==> src/rtl/cpcc_pkg.sv <==
// ----------------------------------------------------------------------------
// cpcc_pkg
// Shared types and constants for the color point core classifier.
// ----------------------------------------------------------------------------
package cpcc_pkg;

  localparam int MAX_POINTS_DEFAULT = 256;

  localparam logic [17:0] RADIUS_SQ_RESET  = 18'd25;
  localparam logic [8:0]  MIN_POINTS_RESET = 9'd10;
  localparam logic [8:0]  COUNT_MAX        = 9'd511;

  // Command codes
  localparam logic [1:0] CMD_STORE    = 2'd0;
  localparam logic [1:0] CMD_CLASSIFY = 2'd1;
  localparam logic [1:0] CMD_CLEAR    = 2'd2;

  // Status codes
  localparam logic [1:0] STATUS_OK        = 2'd0;
  localparam logic [1:0] STATUS_FULL      = 2'd1;
  localparam logic [1:0] STATUS_BAD_INDEX = 2'd2;

  // Label codes
  localparam logic [1:0] LABEL_UNDEFINED = 2'd0;
  localparam logic [1:0] LABEL_CORE      = 2'd1;
  localparam logic [1:0] LABEL_OUTLIER   = 2'd2;

  // Configuration register indexes
  localparam logic CFG_RADIUS_SQ  = 1'b0;
  localparam logic CFG_MIN_POINTS = 1'b1;

  typedef struct packed {
    logic [7:0] hue;
    logic [7:0] saturation;
    logic [7:0] brightness;
  } point_t;

  typedef struct packed {
    logic [1:0] label;
    point_t     point;
  } entry_t;

  // Status of the distance unit as seen by the sequencer
  typedef struct packed {
    logic busy;
    logic hit_valid;
    logic hit;
  } dist_status_t;

endpackage

==> src/rtl/cpcc_dist.sv <==
// ----------------------------------------------------------------------------
// cpcc_dist
// Pipelined squared color distance and radius compare, one pair per cycle.
// ----------------------------------------------------------------------------
module cpcc_dist (
  input  logic                    clk,
  input  logic                    rst,
  input  logic                    in_valid,
  input  cpcc_pkg::point_t        a,
  input  cpcc_pkg::point_t        b,
  input  logic [17:0]             radius_squared,
  output cpcc_pkg::dist_status_t  status
);

  logic        v1, v2, v3;
  logic [7:0]  dh, ds, db;
  logic [15:0] qh, qs, qb;
  logic        hit;

  function automatic logic [7:0] abs_diff(input logic [7:0] x, input logic [7:0] y);
    abs_diff = (x > y) ? (x - y) : (y - x);
  endfunction

  always_ff @(posedge clk) begin
    if (rst) begin
      v1 <= 1'b0;
      v2 <= 1'b0;
      v3 <= 1'b0;
    end else begin
      v1 <= in_valid;
      v2 <= v1;
      v3 <= v2;
    end
    dh  <= abs_diff(a.hue, b.hue);
    ds  <= abs_diff(a.saturation, b.saturation);
    db  <= abs_diff(a.brightness, b.brightness);
    qh  <= dh * dh;
    qs  <= ds * ds;
    qb  <= db * db;
    hit <= (18'(qh) + 18'(qs) + 18'(qb)) <= radius_squared;
  end

  assign status.busy      = v1 | v2 | v3;
  assign status.hit_valid = v3;
  assign status.hit       = hit;

endmodule

==> config.mk <==
export PLATFORM = sky130hd
export DESIGN_NAME = cpcc_dist
export DESIGN_NICKNAME = d
export VERILOG_FILES = /design/src/rtl/cpcc_pkg.sv /design/src/rtl/cpcc_dist.sv
export SDC_FILE = /design/constraint.sdc
export NUM_CORES = 1
export LEC_CHECK = 0
export BUFFER_PORTS_ARGS = -buffer_cell sky130_fd_sc_hd__buf_2
export CORE_ASPECT_RATIO = 0.75
export CORE_UTILIZATION = 25
export CTS_BUF_LIST = sky130_fd_sc_hd__clkbuf_16
export CTS_CLUSTER_SIZE = 14
export DETAILED_ROUTE_END_ITERATION = 12
export SLEW_MARGIN = 25
export SYNTH_ARGS = -nofsm -noshare
export SYNTH_HDL_FRONTEND = slang
export SYNTH_SLANG_ARGS = --single-unit
==> constraint.sdc <==
create_clock -name clk -period 4.3 [get_ports clk]
set_input_delay 0.43 -clock clk [delete_from_list [all_inputs] [get_ports clk]]
set_output_delay 0.43 -clock clk [all_outputs]
set_load 0.02 [all_outputs]
* Word-level counts from Yosys, hierarchy flattened
Cells that the tools add are included.
** Storage, ports and cells
- Memories :: 0
- ROM bits :: 0
- Flip-flop bits (word level) :: 76
- Latch bits :: 0
- Memory bits (writable) :: 0
- Output and inout port bits :: 3
** Cells by class
- Shifts and indexed selects :: 0
- Reductions and logical operators :: 0
- Divide/modulo/power cells :: 0
- Multipliers :: 3
- Equal/unequal tests :: 0
- Magnitude comparators :: 4
- Bitwise gates (word level) :: 2
- Muxes and demuxes :: 3
- Add/sub/neg operators :: 8
** Operators by type and width (count)
- $mul A8 B8 Y16 :: 3
- $sub A8 B8 Y8 :: 6
- $gt A8 B8 Y1 :: 3
- $mux W8 :: 3
- $add A17 B16 Y18 :: 1
- $le A18 B18 Y1 :: 1
- $add A16 B16 Y17 :: 1
- $or A1 B1 Y1 :: 2

* Depth between registers and ports, before layout
- Depth in word-level cells :: 3
- Depth in mapped cells :: 18
- Gate-level depth less buffers :: 17

* Least setup slack after synthesis
No wires, ideal clock.
- Kind :: reg2reg
- Start :: register db[5]
- End :: register qb[15]
- Path buffers :: 1
- Setup time :: 0.072 ns
- Stages on the path, launching flop included :: 16
- Clock period less this slack :: 4.259 ns
- Path slack :: 0.041 ns
- Data arrival time :: 4.188 ns
- Path through :: dfxtp_1 -> clkbuf_1 -> inv_1 -> nor2_1 -> fa_1 -> fa_1 -> inv_1 -> fa_1 -> fa_1 -> inv_1 -> ha_1 -> o21a_1 -> a2111oi_4 -> o31ai_1 -> a21oi_1 -> xor2_1
** Between the ends
- Word-level cells in the longest chain between the ends :: 1
** Ends and longest elaborated chain
- from (decl) :: RTL line cpcc_dist.sv:16 : logic [7:0] dh, ds, db;
- from (signal assigned) :: RTL line cpcc_dist.sv:36 : db <= abs_diff(a.brightness, b.brightness);
- $mul A8 B8 Y16 :: RTL line cpcc_dist.sv:39 : qb <= db * db;
- to (signal assigned) :: RTL line cpcc_dist.sv:39
- to (decl) :: RTL line cpcc_dist.sv:17 : logic [15:0] qh, qs, qb;
Every way passes these cells.
A chain may end at the register's enable or synchronous reset.

* Worst setup path after layout
- Start :: register db[7]
- End :: register qb[15]
The elaborated chain is that of the path after synthesis.

==> results.json <==
{
  "grt_setup_unrepaired": "true",
  "place_congestion": 0.831,
  "cts_sinks": 73,
  "max_cap_viol_count": 0,
  "final_cell_mix": "209 x inv_1, 165 x ha_1, 98 x fa_1",
  "skew_ps": 10.6,
  "cts_root_buf": "clkbuf_16",
  "drt_iter0_drc": 265,
  "clock_tree.buffer_depth": 2,
  "die-area_sq_um": 39400,
  "crit_fanout": 4,
  "report.final.setup_viol": 0,
  "layout_area_growth_over_synthesis_pct": 14.8,
  "ys.flop_type": "dfxtp_1",
  "setup_slack_ps": 193,
  "boundaryPins": 72,
  "critical_path_class": "register to register",
  "clkTransAtPathRegs_ps": 70,
  "die_width_microns": 229,
  "synth-edff-count": 0,
  "final_period_minus_worst_setup_slack_ps": 4110,
  "area_inside_the_core_boundary_sq_um": 37600,
  "worst_path_arrival_ps": 4390,
  "finalHoldViolations": 0,
  "max_freq_mhz": 244,
  "globalRouteOverflowTotal": 0,
  "num-nets-final": 1485,
  "via_count_of_the_first_global_routing_pass": 7223,
  "source_to_sink_clock_delay_at_the_later_pin_of_the_worst_skew_pair_ps": 360,
  "std_cell_rows": 61,
  "cp-start-kind": "register",
  "drive_gt1_share_pct": 13.0,
  "antenna-diode-count": 0,
  "min-delay-path-class": "primary input to register",
  "post-route-period-util_pct": 95.5,
  "cts_tree": "built",
  "drtAntennaViolNets": 0,
  "outcome": "finished clean",
  "place.port_buffers": 71,
  "grt_start_max_net_pins": 17,
  "cp-end-kind": "register",
  "wl_microns": 19200,
  "start_util_pct": 25.7,
  "synth_async_sr_flop_share_pct": 0,
  "preCtsSetupSlack_ps": 16.2,
  "cts-htree-levels": 3,
  "synth-seq-area-share_pct": 15.1,
  "detailroute.via_count": 7020,
  "drc_errors": 0,
  "fin_setup_tns_ps": 0,
  "number_of_antenna_violations_at_the_first_check_in_global_routing": 0,
  "die_h_microns": 172,
  "synth.cell_area_sq_um": 9660,
  "yosysUniqueCellTypes": 50,
  "ys_warn_count": 0,
  "seq_cells_post_synth": 73,
  "cts_made_buffers": 9,
  "wl_per_cell_microns": 11.5,
  "first_pass_grt_wire_length_microns": 34200,
  "synthesis.instances": 1060,
  "post_synth.cell_area_avg_sq_um": 9.11,
  "drv_slew": 0,
  "layout_commonest_cell": "inv_1",
  "r2r_setup_slack_ps": 190,
  "all_layer_global_routing_usage_pct": 10.5,
  "dpl.hpwl_microns": 16800,
  "route.detailed.vias_per_inst": 4.22,
  "dr.pass1.iters": 4,
  "worst_ep_required_time_ps": 4580,
  "utilization_pct": 29.5
}
-- worst max-delay path, stage by stage (launching register included) --
cell     delay, ps
dfxtp_1        330
and2_1         190
fa_1           530
inv_1           50
fa_1           520
inv_1           50
fa_1           520
inv_1           50
fa_1           520
inv_1           40
ha_1           300
or2_2          310
a21oi_2        190
o31ai_1        100
a21oi_1        180
xor2_1         150
-- per-layer routing --
layer | GRT usage (%) | wire length (microns) | vias up
met3 | 1.72 | 581 | 18
met1 | 14.8 | 9950 | 3277
li1 | - | - | 3616
met4 | 2.46 | 260 | 0
met2 | 16.8 | 8360 | 109
met5 | 0 | 0 | -
-- through the flow --
stage	hold WS, ps	instance area (sq um)	cells
final	254	11100	1662
after global routing	252	11100	1662
after CTS	238	11000	1661
after detailed placement	450	10700	1645
after global placement	435	10700	1645
after floorplan	414	9670	1062
-- flip-flops by register name (all words and copies together) (netlist names) --
signal,flops
v2,1
db,8
hit,1
qh,15
qs,15
qb,15
ds,8
v3,1
dh,8
v1,1
-- cell families (layout without fill, tap and decap cells) --
kind of cell | count (synthesis) | after routing | share of synthesized area (%)
adder cells (fa/ha/maj) | 263 | 263 | 41.7
buffers and inverters | 223 | 319 | 8.94
AND/OR/NAND/NOR | 209 | 209 | 11.4
AO/OA/AOI/OAI | 185 | 185 | 12.9
XOR/XNOR | 82 | 82 | 7.43
flip-flops | 73 | 73 | 15.1
multiplexers | 24 | 24 | 2.49
other | 1 | 3 | 0.0388
-- worst paths after layout --
path                               end  startpoint  cells after the start
worst min-delay path                v3         rst                      2
worst max-delay path            qb[15]       db[7]                     15
worst min register to register      v3          v2                      1
worst max register to register  qb[15]       db[7]                     15
-- final cells by class --
class | instances | area (sq um)
Timing Repair Buffer | 94 | 528
Clock inverter | 7 | 70.1
Tap cell | 504 | 631
Fill cell | 3981 | 26500
Sequential cell | 73 | 1480
Inverter | 209 | 785
Clock buffer | 9 | 225
Multi-Input combinational cell | 766 | 7380
-- repair_timing --
action / 4_1_cts / 5_1_grt
resized for setup: 2 / 21
hold buffers: 0 / 0
pin swaps: 0 / 1
setup buffers: 0 / 1
setup endpoints to repair: 2 / 11
-- synth_stat cells, types with 10 or more instances --
| library cell | n | share of area (%) |
|---|---|---|
| a21o_1 | 22 | 1.7 |
| a21oi_1 | 66 | 3.4 |
| and2_1 | 53 | 3.4 |
| dfxtp_1 | 73 | 15 |
| fa_1 | 98 | 20 |
| ha_1 | 165 | 21 |
| inv_1 | 209 | 8.1 |
| mux2i_1 | 24 | 2.5 |
| nand2_1 | 51 | 2.0 |
| nand2b_1 | 16 | 1.0 |
| nor2_1 | 27 | 1.0 |
| nor2b_1 | 24 | 1.6 |
| o21ai_0 | 26 | 1.3 |
| o21ai_1 | 10 | 0.52 |
| xnor2_1 | 57 | 5.2 |
| xor2_1 | 25 | 2.3 |
Power is not shown: default switching activity piles up to over one toggle a cycle in this logic, so the estimate is an artifact.
